`src/rtl/ndat_pkg.sv`:
```
package ndat_pkg;

    // Field and port widths
    localparam int OFFSET_W     = 51;
    localparam int DATA_W       = 64;
    localparam int OUT_TDATA_W  = ((OFFSET_W + DATA_W + 7) / 8) * 8;
    localparam int CFG_IDX_W    = 3;
    localparam int CFG_DATA_W   = 48;
    localparam int AXIS_FIELD_W = 2;
    localparam int ELEM_BYTES_W = 4;
    localparam int NUM_DIMS_W   = 3;
    localparam int AXIS_ORDER_W = 8;

    // Parameter defaults
    localparam int MAX_DIMS_DEF      = 4;
    localparam int DIM_SIZE_BITS_DEF = 12;

    // Register indexes
    localparam logic [CFG_IDX_W-1:0] REG_NUM_DIMS   = 3'd0;
    localparam logic [CFG_IDX_W-1:0] REG_ELEM_BYTES = 3'd1;
    localparam logic [CFG_IDX_W-1:0] REG_ENCODE     = 3'd2;
    localparam logic [CFG_IDX_W-1:0] REG_AXIS_ORDER = 3'd3;
    localparam logic [CFG_IDX_W-1:0] REG_DIM_SIZES  = 3'd4;

    // Register reset values
    localparam logic [NUM_DIMS_W-1:0]   NUM_DIMS_RST   = 3'd1;
    localparam logic [ELEM_BYTES_W-1:0] ELEM_BYTES_RST = 4'd1;
    localparam logic                    ENCODE_RST     = 1'b1;
    localparam logic [AXIS_ORDER_W-1:0] AXIS_ORDER_RST = 8'd228;
    localparam logic [CFG_DATA_W-1:0]   DIM_SIZES_RST  = '0;

    // Largest element size in bytes
    localparam logic [ELEM_BYTES_W-1:0] ELEM_BYTES_MAX = 4'd8;

endpackage

```
`src/rtl/ndat_setup.sv`:
```
module ndat_setup #(
    parameter int MAX_DIMS      = ndat_pkg::MAX_DIMS_DEF,
    parameter int DIM_SIZE_BITS = ndat_pkg::DIM_SIZE_BITS_DEF,
    parameter int IDX_W         = (MAX_DIMS > 1) ? $clog2(MAX_DIMS) : 1,
    parameter int ND_W          = $clog2(MAX_DIMS + 1)
) (
    input  logic                                clk,
    input  logic                                rst_n,
    input  logic                                cfg_valid,
    output logic                                cfg_ready,
    input  logic [ndat_pkg::CFG_IDX_W-1:0]      cfg_index,
    input  logic [ndat_pkg::CFG_DATA_W-1:0]     cfg_data,
    output logic                                busy,
    output logic [ND_W-1:0]                     n_dims,
    output logic [DIM_SIZE_BITS-1:0]            lim [MAX_DIMS],
    output logic [ndat_pkg::OFFSET_W-1:0]       delta [MAX_DIMS]
);

    typedef enum logic [2:0] {
        S_INIT,
        S_STRIDE,
        S_MAP,
        S_DMUL,
        S_DADD,
        S_DONE
    } state_t;

    localparam int OW = ndat_pkg::OFFSET_W;
    localparam int AW = ndat_pkg::AXIS_FIELD_W;

    state_t                              state_reg;
    logic [ndat_pkg::NUM_DIMS_W-1:0]     num_dims_reg;
    logic [ndat_pkg::ELEM_BYTES_W-1:0]   elem_bytes_reg;
    logic                                encode_reg;
    logic [ndat_pkg::AXIS_ORDER_W-1:0]   axis_order_reg;
    logic [ndat_pkg::CFG_DATA_W-1:0]     dim_sizes_reg;

    logic [ND_W-1:0]          n_reg;
    logic [IDX_W-1:0]         ord_reg [MAX_DIMS];
    logic [IDX_W-1:0]         k_reg;
    logic [OW-1:0]            acc_reg;
    logic [OW-1:0]            tmp_reg [MAX_DIMS];
    logic [OW-1:0]            stride_reg [MAX_DIMS];
    logic [DIM_SIZE_BITS-1:0] lim_reg [MAX_DIMS];
    logic [OW-1:0]            delta_reg [MAX_DIMS];
    logic [OW-1:0]            prod_reg;
    logic [OW-1:0]            tail_reg;

    // Clamped setup values and permutation check
    logic [ND_W-1:0]                   n_init;
    logic [ndat_pkg::ELEM_BYTES_W-1:0] eb_init;
    logic [IDX_W-1:0]                  ord_init [MAX_DIMS];
    logic                              ord_ok;
    logic [(1<<AW)-1:0]                seen;
    logic [AW-1:0]                     fld;

    always_comb
    begin
        if (num_dims_reg == '0)
            n_init = ND_W'(1);
        else if (int'(num_dims_reg) > MAX_DIMS)
            n_init = ND_W'(MAX_DIMS);
        else
            n_init = ND_W'(num_dims_reg);

        if (elem_bytes_reg == '0)
            eb_init = ndat_pkg::ELEM_BYTES_W'(1);
        else if (elem_bytes_reg > ndat_pkg::ELEM_BYTES_MAX)
            eb_init = ndat_pkg::ELEM_BYTES_MAX;
        else
            eb_init = elem_bytes_reg;

        ord_ok = 1'b1;
        seen   = '0;
        fld    = '0;
        for (int d = 0; d < MAX_DIMS; d++)
        begin
            fld = axis_order_reg[d*AW +: AW];
            if (d < int'(n_init))
            begin
                if (int'(fld) >= int'(n_init) || seen[fld])
                    ord_ok = 1'b0;
                seen[fld] = 1'b1;
            end
        end
        for (int d = 0; d < MAX_DIMS; d++)
        begin
            if (ord_ok && d < int'(n_init))
                ord_init[d] = IDX_W'(axis_order_reg[d*AW +: AW]);
            else
                ord_init[d] = IDX_W'(d);
        end
    end

    // Axis touched by the current stride step and its size
    logic [IDX_W-1:0]         axis_sel;
    logic [DIM_SIZE_BITS:0]   size_sel;
    logic                     k_active;

    always_comb
    begin
        axis_sel = encode_reg ? ord_reg[k_reg] : k_reg;
        size_sel = {1'b0, dim_sizes_reg[axis_sel*DIM_SIZE_BITS +: DIM_SIZE_BITS]} +
                   (DIM_SIZE_BITS+1)'(1);
        k_active = ND_W'(k_reg) < n_reg;
    end

    logic cfg_hit;
    assign cfg_hit   = cfg_valid && (cfg_index <= ndat_pkg::REG_DIM_SIZES);
    assign cfg_ready = 1'b1;

    // Register file and setup sequencer
    always_ff @(posedge clk or negedge rst_n)
    begin
        if (!rst_n)
        begin
            state_reg      <= S_INIT;
            num_dims_reg   <= ndat_pkg::NUM_DIMS_RST;
            elem_bytes_reg <= ndat_pkg::ELEM_BYTES_RST;
            encode_reg     <= ndat_pkg::ENCODE_RST;
            axis_order_reg <= ndat_pkg::AXIS_ORDER_RST;
            dim_sizes_reg  <= ndat_pkg::DIM_SIZES_RST;
            n_reg          <= ND_W'(1);
            k_reg          <= '0;
            acc_reg        <= '0;
            prod_reg       <= '0;
            tail_reg       <= '0;
            for (int d = 0; d < MAX_DIMS; d++)
            begin
                ord_reg[d]    <= IDX_W'(d);
                tmp_reg[d]    <= '0;
                stride_reg[d] <= '0;
                lim_reg[d]    <= '0;
                delta_reg[d]  <= '0;
            end
        end
        else if (cfg_hit)
        begin
            // any register write restarts the stride computation
            case (cfg_index)
                ndat_pkg::REG_NUM_DIMS:
                    num_dims_reg <= cfg_data[ndat_pkg::NUM_DIMS_W-1:0];
                ndat_pkg::REG_ELEM_BYTES:
                    elem_bytes_reg <= cfg_data[ndat_pkg::ELEM_BYTES_W-1:0];
                ndat_pkg::REG_ENCODE:
                    encode_reg <= cfg_data[0];
                ndat_pkg::REG_AXIS_ORDER:
                    axis_order_reg <= cfg_data[ndat_pkg::AXIS_ORDER_W-1:0];
                ndat_pkg::REG_DIM_SIZES:
                    dim_sizes_reg <= cfg_data;
                default:
                    dim_sizes_reg <= dim_sizes_reg;
            endcase
            state_reg <= S_INIT;
        end
        else
        begin
            case (state_reg)
                S_INIT:
                begin
                    n_reg   <= n_init;
                    acc_reg <= OW'(eb_init);
                    k_reg   <= IDX_W'(MAX_DIMS - 1);
                    for (int d = 0; d < MAX_DIMS; d++)
                    begin
                        ord_reg[d] <= ord_init[d];
                        tmp_reg[d] <= '0;
                    end
                    state_reg <= S_STRIDE;
                end
                // one running product per cycle, last axis first
                S_STRIDE:
                begin
                    if (k_active)
                    begin
                        tmp_reg[axis_sel] <= acc_reg;
                        acc_reg           <= acc_reg * OW'(size_sel);
                    end
                    if (k_reg == '0)
                        state_reg <= S_MAP;
                    else
                        k_reg <= k_reg - IDX_W'(1);
                end
                // strides and limits per counting axis
                S_MAP:
                begin
                    for (int j = 0; j < MAX_DIMS; j++)
                    begin
                        if (j < int'(n_reg))
                        begin
                            stride_reg[j] <= encode_reg ? tmp_reg[j] : tmp_reg[ord_reg[j]];
                            lim_reg[j]    <= encode_reg ?
                                dim_sizes_reg[j*DIM_SIZE_BITS +: DIM_SIZE_BITS] :
                                dim_sizes_reg[ord_reg[j]*DIM_SIZE_BITS +: DIM_SIZE_BITS];
                        end
                        else
                        begin
                            stride_reg[j] <= '0;
                            lim_reg[j]    <= '0;
                        end
                    end
                    tail_reg  <= '0;
                    k_reg     <= IDX_W'(MAX_DIMS - 1);
                    state_reg <= S_DMUL;
                end
                // step offset for a carry into axis k: its stride less the
                // span of every faster axis wrapping back to zero
                S_DMUL:
                begin
                    delta_reg[k_reg] <= stride_reg[k_reg] - tail_reg;
                    prod_reg         <= stride_reg[k_reg] * OW'(lim_reg[k_reg]);
                    state_reg        <= S_DADD;
                end
                S_DADD:
                begin
                    tail_reg <= tail_reg + prod_reg;
                    if (k_reg == '0)
                        state_reg <= S_DONE;
                    else
                    begin
                        k_reg     <= k_reg - IDX_W'(1);
                        state_reg <= S_DMUL;
                    end
                end
                S_DONE:
                    state_reg <= S_DONE;
                default:
                    state_reg <= S_INIT;
            endcase
        end
    end

    assign busy   = (state_reg != S_DONE);
    assign n_dims = n_reg;
    assign lim    = lim_reg;
    assign delta  = delta_reg;

endmodule

```
`config.mk`:
```
export PLATFORM = sky130hd
export DESIGN_NAME = ndat_setup
export DESIGN_NICKNAME = d
export VERILOG_FILES = /design/src/rtl/ndat_pkg.sv /design/src/rtl/ndat_setup.sv
export SDC_FILE = /design/constraint.sdc
export NUM_CORES = 2
export LEC_CHECK = 0
export ABC_AREA = 1
export CORE_ASPECT_RATIO = 0.6
export CORE_MARGIN = 2
export CORE_UTILIZATION = 51
export CTS_CLUSTER_DIAMETER = 30
export DETAILED_ROUTE_END_ITERATION = 12
export DONT_BUFFER_PORTS = 1
export PLACE_DENSITY_LB_ADDON = 0.12
export SLEW_MARGIN = 10
export SYNTH_ARGS = -nofsm -noshare
export SYNTH_HDL_FRONTEND = slang
export SYNTH_SLANG_ARGS = --single-unit
```
`constraint.sdc`:
```
create_clock -name clk -period 10.4 [get_ports clk]
set_input_delay 2.08 -clock clk [delete_from_list [all_inputs] [get_ports clk]]
set_output_delay 2.08 -clock clk [all_outputs]
set_load 0.02 [all_outputs]
```
==> run_results.csv <==
group,metric,value,unit
critical_path,worstRegToRegCells,38,
critical_path,worstPathRequired,11.05,ns
clocking,insertion_delay,0.88,ns
yosys,ys_seq_area_frac,0.277,
critical_path,regToRegStartpoint,"encode_reg",
floorplan,num_rows,113,
sta,setup_viol,0,
yosys,netlist_area,80700,um2
sta,tightestPinTransition,1.25,ns
clocking,clockBufferDepth,4,
worst_hold_path,hold_path_depth,2,
sta,max_freq,100,MHz
place,gp_congestion,1.02,
detailed_routing,drc,0,
detailed_routing,antenna_left,0,
place,io_buffer_count,0,
yosys,syn_avg_cell_area,8.00,um2
yosys,synth_seq_cells,893,
sta,rsz0062_at_grt,"false",
sta,worst_clock_skew,0.149,ns
floorplan,die_y,312,um
global_route,grt_pass1_wl,471000,um
worst_hold_path,worstHoldStart,"stride_reg[79]",
detailed_routing,wire_per_inst,25.7,um
critical_path,cpPeakStageDelay,0.99,ns
worst_hold_path,hold_class,"reg -> reg",
floorplan,die_width,518,um
sta,maxSlewHeadroom,0.164,
detailed_routing,drt-total-wl,312000,um
critical_path,cp_top_family,"adder cells",
finish,final_layout_size_suffix_gt1_frac,0.0619,
sta,period_minus_slack,9.95,ns
critical_path,cp.depth,38,
yosys,ys.flop_type,"dfrtp_1",
detailed_routing,drtIter0Drc,10000,
flow_run,max_cap_viol_count,0,
finish,fillers,14500,
floorplan,die_area,162000,um2
yosys,synth_nets,11300,
yosys,syn_inst,10100,
clocking,clkSinkCount,893,
yosys,synth.distinct_cells,71,
critical_path,path_buf_inv,7,
critical_path,crit_start,"encode_reg",
floorplan,coreArea,158000,um2
critical_path,critPathArrivalTime,10.61,ns
yosys,synth_async_sr_flop_share,1.00,
status,outcome,"completed",
critical_path,crit_type,"reg -> reg",
global_route,track_usage,0.384,
critical_path,end_kind,"flip-flop",
sta,fin_setup_tns,0,ns
critical_path,start_kind,"flip-flop",
finish,syn_to_final_growth,10.5,%
critical_path,crit_top_cell,"nand2_1",
yosys,yosys_warnings,0,
clocking,cts_inserted_buffers,181,
global_route,grt_pass1_vias,73200,
clocking,path_clk_slew,0.05,ns
detailed_routing,routed_via_density,6.14,
global_route,grt_max_degree,232,
detailed_routing,dr.pass1.iters,9,
clocking,cts_hold_buf,0,
finish,seq_area,22400,um2
critical_path,path_max_fanout,31,
global_route,antenna_found_initial,12,
sta,final_max_slew_viol_count,0,
clocking,cts_tree,"yes",
clocking,cts_htree_levels,4,
yosys,synth_edf_count,0,
finish,multi_input_area,49800,um2
sta,period_share,0.957,
clocking,cts_root_buf,"clkbuf_16",
sta,hold_viol_final,0,
clocking,cts.repair.resized,0,
floorplan,ios,311,
detailed_routing,routed-via-count,74500,
clocking,post-cts-setup-buffer-count,0,
critical_path,crit_slowest_cell,"clkinv_1",
place,hpwl,221000,um
finish,nets,11100,
global_route,grt-ovfl-total,0,
floorplan,start_util,0.512,
==> synth_stat cells (50+ instances only) <==
| cell type | instances | area, um2 |
|---|---|---|
| nand2_1 | 2087 | 7830 |
| inv_1 | 1723 | 6470 |
| fa_1 | 897 | 18000 |
| dfrtp_1 | 881 | 22000 |
| o21ai_0 | 802 | 4010 |
| nor2_1 | 765 | 2870 |
| a21oi_1 | 529 | 2650 |
| clkbuf_1 | 489 | 1840 |
| o22ai_1 | 310 | 1940 |
| ha_1 | 252 | 3150 |
| nand3_1 | 241 | 1210 |
| o211ai_1 | 145 | 1090 |
| a22oi_1 | 124 | 931 |
| a211oi_1 | 69 | 518 |
| a31oi_1 | 66 | 413 |
| a32o_1 | 64 | 641 |
| a22o_1 | 63 | 552 |
| xor2_1 | 61 | 534 |
| a32oi_1 | 54 | 473 |
| o2111ai_1 | 50 | 438 |
==> worst min-delay path: cells and delay by family (launching register included) <==
family,cells,cell delay (ns)
DFF,1,0.34
AOI/OAI and AO/OA,1,0.06
and+or+nand+nor,1,0.05
==> layout by cell type, fill, tap and decap left out, types with 47 or more instances in the layout <==
cell type	instances
o22ai_1	309
a211oi_1	69
nand3_1	241
a31oi_1	66
a22oi_1	124
xor2_1	61
o21ai_0	802
a22o_1	63
clkbuf_16	183
fa_1	897
a21oi_1	521
buf_4	153
o2111ai_1	50
dfrtp_1	880
o211ai_1	145
nor2_1	761
a32o_1	64
inv_1	1721
ha_1	251
a32oi_1	47
nand2_1	2078
==> cells by family after synthesis <==
kind of cell               Yosys count  share of synthesized area
other                                1                  0.0000465
and+or+nand+nor                   3212                      0.158
muxes                                4                   0.000558
AOI/OAI and AO/OA                 2397                      0.181
adders and majority gates         1149                      0.262
buffers and inverters             2323                      0.109
DFF                                893                      0.277
xor gates and xnor gates           109                     0.0122
==> metal layers <==
layer / track usage / up-vias / wire length, um
met1: 0.581 / 36800 / 135000
li1: - / 32100 / -
met2: 0.492 / 4929 / 117000
met5: 0 / - / 94
met4: 0.113 / 14 / 9460
met3: 0.161 / 671 / 50000
==> path summary, 6_finish.rpt <==
kind | end | slack [ns]
min in group asynchronous | delta[59] | 0.94
min | stride_reg[79] | 0.48
max reg2reg | acc_reg[44] | 0.45
max in group asynchronous | stride_reg[100] | 5.26
max | acc_reg[44] | 0.45
min reg2reg | stride_reg[79] | 0.48
==> stage by stage <==
step	instance area [um2]	hold slack [ns]	utilization	worst slack (ns)	std cells
after floorplan	80700	0.446	-	2.89	10100
after global placement	82800	0.470	0.525	1.06	11800
after detailed placement	82800	0.473	0.525	0.912	11800
after CTS	89200	0.487	0.566	0.804	12100
after global routing	89200	0.498	0.566	0.139	12100
final	89200	0.482	0.566	0.446	12100
==> cell type report <==
| type | count | area share |
|---|---|---|
| inverters | 1748 | 0.0737 |
| well taps | 2127 | 0.0298 |
| clock buffers | 216 | 0.0548 |
| multi-input cells | 6872 | 0.559 |
| flip-flops and latches | 893 | 0.251 |
| clock inverters | 109 | 0.0167 |
| repair buffers | 162 | 0.0155 |
| diodes | 6 | 0.000168 |
Power is not shown: default switching activity piles up to over one toggle a cycle in this logic, so the estimate is an artifact.
