File: src/rtl/ndat_pkg.sv
package ndat_pkg;

    // Field and port widths
    localparam int OFFSET_W     = 51;
    localparam int DATA_W       = 64;
    localparam int OUT_TDATA_W  = ((OFFSET_W + DATA_W + 7) / 8) * 8;
    localparam int CFG_IDX_W    = 3;
    localparam int CFG_DATA_W   = 48;
    localparam int AXIS_FIELD_W = 2;
    localparam int ELEM_BYTES_W = 4;
    localparam int NUM_DIMS_W   = 3;
    localparam int AXIS_ORDER_W = 8;

    // Parameter defaults
    localparam int MAX_DIMS_DEF      = 4;
    localparam int DIM_SIZE_BITS_DEF = 12;

    // Register indexes
    localparam logic [CFG_IDX_W-1:0] REG_NUM_DIMS   = 3'd0;
    localparam logic [CFG_IDX_W-1:0] REG_ELEM_BYTES = 3'd1;
    localparam logic [CFG_IDX_W-1:0] REG_ENCODE     = 3'd2;
    localparam logic [CFG_IDX_W-1:0] REG_AXIS_ORDER = 3'd3;
    localparam logic [CFG_IDX_W-1:0] REG_DIM_SIZES  = 3'd4;

    // Register reset values
    localparam logic [NUM_DIMS_W-1:0]   NUM_DIMS_RST   = 3'd1;
    localparam logic [ELEM_BYTES_W-1:0] ELEM_BYTES_RST = 4'd1;
    localparam logic                    ENCODE_RST     = 1'b1;
    localparam logic [AXIS_ORDER_W-1:0] AXIS_ORDER_RST = 8'd228;
    localparam logic [CFG_DATA_W-1:0]   DIM_SIZES_RST  = '0;

    // Largest element size in bytes
    localparam logic [ELEM_BYTES_W-1:0] ELEM_BYTES_MAX = 4'd8;

endpackage

File: src/rtl/ndat_walk.sv
module ndat_walk #(
    parameter int MAX_DIMS      = ndat_pkg::MAX_DIMS_DEF,
    parameter int DIM_SIZE_BITS = ndat_pkg::DIM_SIZE_BITS_DEF,
    parameter int ND_W          = $clog2(MAX_DIMS + 1)
) (
    input  logic                                clk,
    input  logic                                rst_n,
    input  logic                                busy,
    input  logic [ND_W-1:0]                     n_dims,
    input  logic [DIM_SIZE_BITS-1:0]            lim [MAX_DIMS],
    input  logic [ndat_pkg::OFFSET_W-1:0]       delta [MAX_DIMS],
    input  logic                                s_tvalid,
    output logic                                s_tready,
    input  logic [ndat_pkg::DATA_W-1:0]         s_tdata,
    output logic                                m_tvalid,
    input  logic                                m_tready,
    output logic [ndat_pkg::OFFSET_W-1:0]       m_offset,
    output logic [ndat_pkg::DATA_W-1:0]         m_data,
    output logic                                m_last
);

    localparam int OW = ndat_pkg::OFFSET_W;

    logic [DIM_SIZE_BITS-1:0] cnt_reg [MAX_DIMS];
    logic [DIM_SIZE_BITS-1:0] cnt_next [MAX_DIMS];
    logic [OW-1:0]            offset_reg;
    logic [OW-1:0]            offset_next;
    logic                     out_valid_reg;
    logic [OW-1:0]            out_offset_reg;
    logic [ndat_pkg::DATA_W-1:0] out_data_reg;
    logic                     out_last_reg;

    logic [MAX_DIMS-1:0] at_lim;
    logic [MAX_DIMS-1:0] above;
    logic                last;
    logic [OW-1:0]       delta_sel;
    logic                accept;

    // Odometer: the fastest active axis that is not at its limit steps,
    // every faster axis wraps to zero
    always_comb
    begin
        for (int d = 0; d < MAX_DIMS; d++)
            at_lim[d] = (d >= int'(n_dims)) || (cnt_reg[d] == lim[d]);

        above[MAX_DIMS-1] = 1'b1;
        for (int d = MAX_DIMS - 2; d >= 0; d--)
            above[d] = above[d+1] && at_lim[d+1];

        last      = &at_lim;
        delta_sel = '0;
        for (int d = 0; d < MAX_DIMS; d++)
        begin
            if (above[d] && !at_lim[d])
            begin
                cnt_next[d] = cnt_reg[d] + DIM_SIZE_BITS'(1);
                delta_sel   = delta[d];
            end
            else if (above[d])
                cnt_next[d] = '0;
            else
                cnt_next[d] = cnt_reg[d];
        end
        offset_next = last ? '0 : offset_reg + delta_sel;
    end

    assign s_tready = !busy && (!out_valid_reg || m_tready);
    assign accept   = s_tvalid && s_tready;

    // Position state, cleared while strides are being set up
    always_ff @(posedge clk or negedge rst_n)
    begin
        if (!rst_n)
        begin
            offset_reg <= '0;
            for (int d = 0; d < MAX_DIMS; d++)
                cnt_reg[d] <= '0;
        end
        else if (busy)
        begin
            offset_reg <= '0;
            for (int d = 0; d < MAX_DIMS; d++)
                cnt_reg[d] <= '0;
        end
        else if (accept)
        begin
            offset_reg <= offset_next;
            cnt_reg    <= cnt_next;
        end
    end

    // Result register
    always_ff @(posedge clk or negedge rst_n)
    begin
        if (!rst_n)
            out_valid_reg <= 1'b0;
        else if (accept)
            out_valid_reg <= 1'b1;
        else if (m_tready)
            out_valid_reg <= 1'b0;
    end

    always_ff @(posedge clk)
    begin
        if (accept)
        begin
            out_offset_reg <= offset_reg;
            out_data_reg   <= s_tdata;
            out_last_reg   <= last;
        end
    end

    assign m_tvalid = out_valid_reg;
    assign m_offset = out_offset_reg;
    assign m_data   = out_data_reg;
    assign m_last   = out_last_reg;

endmodule

File: config.mk
export PLATFORM = sky130hd
export DESIGN_NAME = ndat_walk
export DESIGN_NICKNAME = d
export VERILOG_FILES = /design/src/rtl/ndat_pkg.sv /design/src/rtl/ndat_walk.sv
export SDC_FILE = /design/constraint.sdc
export NUM_CORES = 1
export LEC_CHECK = 0
export ABC_AREA = 1
export BUFFER_PORTS_ARGS = -buffer_cell sky130_fd_sc_hd__buf_2
export CORE_AREA = 2 2 170 172
export DETAILED_ROUTE_END_ITERATION = 7
export DIE_AREA = 0 0 172 174
export PLACE_DENSITY = 0.75
export RECOVER_POWER = 50
export SETUP_SLACK_MARGIN = 0.2
export SLEW_MARGIN = 20
export SYNTH_ARGS = -nofsm -noshare
export SYNTH_HDL_FRONTEND = slang
export SYNTH_SLANG_ARGS = --single-unit
File: constraint.sdc
create_clock -name clk -period 10.3 [get_ports clk]
set_input_delay 0.515 -clock clk [delete_from_list [all_inputs] [get_ports clk]]
set_output_delay 0.515 -clock clk [all_outputs]
set_load 0.05 [all_outputs]
==> results of run 1 <==
[path summary, 6_finish.rpt]
path | from | to | slack (ns)
min in group asynchronous | rst_n | cnt_reg[38] | 0.97
min | s_tdata[8] | m_data[8] | 0.17
max reg2reg | cnt_reg[1] | offset_reg[41] | 5.08
max | cnt_reg[1] | offset_reg[41] | 5.08
max in group asynchronous | rst_n | offset_reg[6] | 5.37
min reg2reg | offset_reg[37] | m_offset[37] | 0.49
[worst max-delay path, cell delays in order (launching register included)]
cell,delay (ns)
dfrtp_1,0.44
inv_1,0.11
nand2_1,0.06
nand2_1,0.05
nand2_1,0.09
nor2_1,0.12
nand3_1,0.12
nand2_2,0.11
buf_4,0.59
nand2_2,0.58
buf_4,0.43
o22ai_1,0.23
nor2_1,0.10
ha_1,0.44
nand2_1,0.14
nor2_1,0.24
inv_1,0.14
nor2_1,0.12
inv_1,0.06
nor3_1,0.26
nand4_1,0.16
nand3_1,0.22
a21oi_1,0.09
o21ai_1,0.11
nand2_1,0.07
[power by group through the flow]
stage,Clock [mW],Sequential (mW),Combinational [mW]
after floorplan,0,1.17,0.565
after global placement,0,1.09,0.977
after detailed placement,0,1.09,0.982
after CTS,0.903,1.07,0.988
after global routing,0.941,1.08,1.10
final,0.888,1.07,0.999
[logic make-up (layout without fill, tap and decap cells)]
logic type | Yosys count | after routing | synth area share [%]
buf+inv | 194 | 648 | 6.08
other cells | 0 | 5 | 0
compound gates | 407 | 407 | 18.2
fa+ha+maj | 60 | 60 | 5.82
flops | 216 | 216 | 46.0
xor+xnor | 52 | 52 | 3.56
simple gates | 641 | 641 | 20.4
[Yosys cell counts (all sizes together)]
| library cell | number |
|---|---|
| a21boi | 3 |
| o21ai | 119 |
| a221oi | 20 |
| o211a | 1 |
| nor3b | 2 |
| o22ai | 59 |
| a311oi | 1 |
| nor4 | 3 |
| xor2 | 14 |
| a22o | 2 |
| o31ai | 3 |
| clkbuf | 24 |
| a21o | 12 |
| inv | 153 |
| and3 | 1 |
| nand4 | 9 |
| o21a | 10 |
| nor2 | 176 |
| o21bai | 5 |
| nor3 | 22 |
| or2 | 5 |
| o211ai | 4 |
| a31oi | 5 |
| o41ai | 1 |
| nand3b | 5 |
| edfxtp | 116 |
| buf | 17 |
| nand3 | 52 |
| a32o | 2 |
| nand2 | 366 |
| a22oi | 3 |
| dfrtp | 100 |
| a211oi | 2 |
| ha | 59 |
| o32ai | 1 |
| xnor2 | 38 |
| fa | 1 |
| a21oi | 154 |
[per-layer routing]
metal / routed length [µm] / GRT usage, %
met4: 1580 / 10.9
met3: 3820 / 4.85
met5: 0 / 0
met1: 20300 / 42.4
met2: 22300 / 50.6
[final cells by class]
cell class / instances / area [µm²]
multi-input cells: 1160 / 6240
diodes: 5 / 12.5
well taps: 384 / 480
fillers: 2739 / 11900
clock buffers: 32 / 662
flip-flops and latches: 216 / 5990
repair buffers: 450 / 2200
inverters: 153 / 577
clock inverters: 13 / 153
[per-stage QoR]
step                      setup slack (ns)  hold WS, ns  area [µm²]  power, mW  utilization [%]
after detailed placement              5.09        0.470       15600       2.07             55.1
after floorplan                       6.63        0.219       13000       1.73                -
after global routing                  4.45        0.151       16300       3.12             57.7
after global placement                5.17        0.469       15600       2.06             55.1
final                                 5.08        0.170       16300       2.96             57.7
after CTS                             5.22       0.0623       16400       2.96             58.0
[cell usage in the layout (no fill, tap or decap), drive strengths merged, types with 2 or more instances in the layout]
cell	n
buf	389
nand2	366
nor2	176
inv	155
a21oi	154
o21ai	119
edfxtp	116
dfrtp	100
clkbuf	93
ha	59
o22ai	59
nand3	52
xnor2	38
nor3	22
a221oi	20
xor2	14
a21o	12
o21a	10
nand4	9
clkinv	7
diode	5
or2	5
a31oi	5
o21bai	5
nand3b	5
o211ai	4
o31ai	3
a22oi	3
a21boi	3
nor4	3
bufinv	3
a22o	2
a32o	2
a211oi	2
nor3b	2
==> impl_metrics.json, run 1 <==
{
  "status": "finished, violations left",
  "violations": "capacitance limit, slew limit",
  "synth_top_area_cell": "edfxtp_1",
  "io_buffers": 441,
  "start_kind": "register",
  "worst_ep_arrival_time_ns": 5.62,
  "drv_cap": 2,
  "core_um2": 28200,
  "sw_frac_of_total_pct": 37.5,
  "comb_power_share_pct": 33.7,
  "synth.avg_cell_area_um2": 8.29,
  "grt_pass1_vias": 12693,
  "grt_max_degree": 72,
  "cts_max_level": 1,
  "cts_tree": "yes",
  "cts.path.max_buffers": 3,
  "clock_sinks": 216,
  "setup_viol_count_final": 0,
  "max-slew-margin-rel_pct": -100,
  "power_frac_seq_pct": 36.3,
  "ir_drop_mv": 0.116,
  "cts_buffers": 25,
  "cts_setup_buffers": 0,
  "gp_congestion": 1.01,
  "overflow": 0,
  "ys_warn_count": 0,
  "area_growth_pct": 25.2,
  "yosysTopAreaCellShare_pct": 26.8,
  "drive_gt1_share_pct": 23.1,
  "nNetsFinal": 2390,
  "root_buffer": "clkbuf_16",
  "hold_viol": 0,
  "leakage_nw": 7.33,
  "internal_power_mw": 1.85,
  "holdCritPathClass": "in -> reg",
  "end_kind": "register",
  "final_max_slew_viol_count": 103,
  "netlist_instances": 1570,
  "synth-seq-cells": 216,
  "ant_nets": 0,
  "hpwlAfterDp_um": 37500,
  "fmax_mhz": 192,
  "insertion_delay_ns": 0.52,
  "ioPinCount": 442,
  "fp-row-count": 62,
  "hold_depth": 1,
  "rsz0062_at_grt": "no",
  "period_needed_ns": 5.22,
  "path_clk_slew_ns": 0.06,
  "yosysSeqAreaShare_pct": 46.0,
  "fin_crit_sh_pct": 50.7,
  "fin_skew_ns": 0.00991,
  "ctsResizeCount": 0,
  "final-instance-count-excl-fill": 2413,
  "die_h_um": 174,
  "fin_tns_setup_ns": 0,
  "clockPowerShare_pct": 30.0,
  "grt_use_total_pct": 31.2,
  "first_pass_iters": 5,
  "crit_type": "reg -> reg",
  "cp.required_ns": 10.70,
  "dieArea_um2": 29900,
  "ctsHoldBuffers": 0,
  "tightest_slew_ns": 3.01,
  "antenna_found_initial": 5,
  "routed_via_density": 5.47,
  "die-width_um": 172,
  "synth.distinct_cells": 55,
  "ff2ff_path_depth": 24,
  "first_iter_violations": 1058,
  "remaining_drc_errors": 0,
  "drt_wl_total_um": 47900,
  "vias": 13188,
  "cp_max_fo": 55,
  "power_switching_mw": 1.11,
  "largest_reg_flops": 64,
  "syn_area_um2": 13000,
  "syn_nets": 1954,
  "powerDensity_nw_per_um2": 182,
  "routedWlPerCell_um": 19.9,
  "synth.area.top_cells": "edfxtp_1 27%, dfrtp_1 19%, nand2_1 10%",
  "initial_utilization_pct": 46.1,
  "dpl.cell_count": 2363,
  "grt_pass1_wl_um": 71600
}
(Power assumes the default switching activity.)
==> run 2: changes to the inputs <==
--- a/config.mk
+++ b/config.mk
@@ -5,12 +5,12 @@
 export SDC_FILE = /design/constraint.sdc
 export NUM_CORES = 1
 export LEC_CHECK = 0
-export ABC_AREA = 1
+export ABC_AREA = 0
 export BUFFER_PORTS_ARGS = -buffer_cell sky130_fd_sc_hd__buf_2
-export CORE_AREA = 2 2 170 172
+export CORE_AREA = 2 2 171 173
 export DETAILED_ROUTE_END_ITERATION = 7
-export DIE_AREA = 0 0 172 174
-export PLACE_DENSITY = 0.75
+export DIE_AREA = 0 0 173 175
+export PLACE_DENSITY = 0.71
 export RECOVER_POWER = 50
 export SETUP_SLACK_MARGIN = 0.2
 export SLEW_MARGIN = 20
==> constraint.sdc (replaced) <==
create_clock -name clk -period 5.01 [get_ports clk]
set_input_delay 0.2505 -clock clk [delete_from_list [all_inputs] [get_ports clk]]
set_output_delay 0.2505 -clock clk [all_outputs]
set_load 0.05 [all_outputs]
==> impl_metrics.json, run 2 <==
{
  "status": "finished, violations left",
  "violations": "capacitance limit, slew limit",
  "regToRegStartpoint": "cnt_reg[6]",
  "root_buffer": "clkbuf_16",
  "tightest_slew_ns": 3.35,
  "placed_area_um2": 15300,
  "insertion_delay_ns": 0.52,
  "fmax_mhz": 214,
  "fin_tns_setup_ns": 0,
  "overflow": 0,
  "utilization_pct": 59.9,
  "fp-row-count": 62,
  "synth.avg_cell_area_um2": 9.93,
  "clock_sinks": 216,
  "hold_end": "m_tvalid",
  "synth_ff_type": "edfxtp_1",
  "cts_max_level": 1,
  "syn_area_um2": 12400,
  "yosysSeqAreaShare_pct": 48.4,
  "synth_edf_count": 116,
  "fin_crit_sh_pct": 93.4,
  "rsz0062_at_grt": "yes",
  "routed_via_density": 5.55,
  "core_um2": 28400,
  "cp_max_fo": 12,
  "cp.required_ns": 5.42,
  "drt_wl_total_um": 43400,
  "ys_async_sr_fraction_pct": 46.3,
  "whs_ns": 0.0380,
  "ys_warn_count": 0,
  "hpwlAfterDp_um": 30600,
  "initial_utilization_pct": 43.5,
  "ioPinCount": 442,
  "area_growth_pct": 37.6,
  "cts_tree": "yes",
  "ant_nets": 0,
  "period_needed_ns": 4.68,
  "holdCritStartpoint": "m_tready",
  "grt_max_degree": 65,
  "layout_commonest_cell": "buf_2",
  "cts_buffers": 23,
  "setup_viol_count_final": 0,
  "ff2ff_path_depth": 19,
  "max-slew-margin-rel_pct": -123,
  "r2r-end": "offset_reg[48]",
  "vias": 12140,
  "gp_congestion": 0.948,
  "synthTopCellsByCount": "169 x nand2_1, 116 x edfxtp_1, 108 x o21ai_0",
  "synth.area.top_cells": "edfxtp_1 28%, dfrtp_1 20%, ha_1 6.0%",
  "first_iter_violations": 811,
  "synth-seq-cells": 216,
  "synth_most_common_cell": "nand2_1",
  "largest_reg_flops": 64,
  "grt_pass1_wl_um": 63600,
  "cts.path.max_buffers": 3,
  "die-width_um": 173,
  "end_kind": "register",
  "hold_viol": 0,
  "dieArea_um2": 30300,
  "powerDensity_nw_per_um2": 351,
  "netlist_instances": 1245,
  "ir_drop_mv": 0.246,
  "diodes": 0,
  "antenna_found_initial": 0,
  "fin_skew_ns": 0.00925,
  "worst_ep_arrival_time_ns": 5.08,
  "yosysTopAreaCellShare_pct": 28.2,
  "grt_pass1_vias": 11718,
  "layout_common_cells": "328 x buf_2, 169 x nand2_1, 117 x clkbuf_1",
  "die_h_um": 175,
  "grt_use_total_pct": 26.4,
  "leakage_nw": 7.41,
  "syn_nets": 1629,
  "drv_cap": 1,
  "n_fill_cell": 2501,
  "path_clk_slew_ns": 0.06,
  "final_max_slew_viol_count": 60,
  "io_buffers": 441,
  "start_kind": "register",
  "nNetsFinal": 2170,
  "reg2reg_slack_ns": 0.33,
  "design_area_um2": 17000,
  "crit_type": "reg -> reg",
  "synth.distinct_cells": 66,
  "first_pass_iters": 5,
  "remaining_drc_errors": 0,
  "drive_gt1_share_pct": 28.7,
  "hold_depth": 3,
  "holdCritPathClass": "in -> reg",
  "routedWlPerCell_um": 19.8,
  "synth_top_area_cell": "edfxtp_1"
}
[run 2: worst max-delay path: stages (launching register included)]
cell       delay, ns
dfrtp_2         0.44
xnor2_1         0.18
nand4_1         0.20
o31ai_4         0.42
nand2b_4        0.11
buf_12          0.16
buf_6           0.14
o22ai_1         0.26
a211oi_2        0.09
ha_1            0.36
a21o_1          0.17
a21o_1          0.21
o31ai_4         0.32
o22ai_4         0.13
o2111ai_4       0.30
a21oi_2         0.10
o21a_1          0.18
o21a_2          0.21
or3_1           0.30
a32o_1          0.25
[run 2: worst max path at each step]
stage	start	to	slack [ns]
after global routing	cnt_reg[19]	offset_reg[48]	0.13
after CTS	cnt_reg[18]	offset_reg[48]	0.21
after detailed placement	cnt_reg[18]	offset_reg[44]	0.08
final	cnt_reg[6]	offset_reg[48]	0.33
after floorplan	m_tvalid	cnt_reg[39]	0.35
after global placement	cnt_reg[18]	offset_reg[44]	0.16
[run 2: logic make-up (layout without fill, tap and decap cells)]
group / Yosys count / after routing / synth area share (%)
AOI/OAI and AO/OA: 380 / 380 / 20.2
xor gates and xnor gates: 105 / 105 / 7.44
muxes: 1 / 1 / 0.0911
buffers and inverters: 82 / 639 / 2.52
and+or+nand+nor: 401 / 401 / 15.2
adders and majority gates: 60 / 60 / 6.13
DFF: 216 / 216 / 48.4
[run 2: per-stage QoR]
step | cells | total power [mW] | setup slack (ns)
after floorplan | 1245 | 3.64 | 0.353
after global placement | 2057 | 4.25 | 0.156
after detailed placement | 2057 | 4.28 | 0.0795
after CTS | 2163 | 5.92 | 0.211
after global routing | 2186 | 6.29 | 0.135
final | 2186 | 5.98 | 0.332
[run 2: final cells by class]
class                   count  area, µm²  area share (%)
well taps                 384        480            2.82
flip-flops and latches    216       6000            35.3
clock buffers              30        622            3.66
multi-input cells         947       6390            37.6
clock inverters            11       55.1           0.324
repair buffers            577       3380            19.9
inverters                  21       81.3           0.478
[run 2: what timing repair did]
action / 4_1_cts / 5_1_grt
gates cloned: 0 / 4
pin swaps: 0 / 24
hold endpoints to repair: 122 / 0
resized for setup: 6 / 66
endpoints found under the setup margin: 12 / 26
hold buffers: 65 / 0
buffers inserted: 0 / 19
[run 2: per-layer routing]
layer  track usage [%]  vias up  wire [µm]
met3              3.57       79       2660
li1                  -     5727          -
met5                 0        -          0
met4              9.15        0       1440
met1              33.7     5827      17900
met2              46.0      507      21300
[run 2: where the power goes]
| group | switching [mW] | leakage [nW] | internal, mW |
|---|---|---|---|
| sequential | 0.139 | 2.44 | 2.09 |
| combinational | 1.30 | 4.63 | 0.883 |
| clock | 0.694 | 0.340 | 0.872 |
| total | 2.13 | 7.41 | 3.84 |
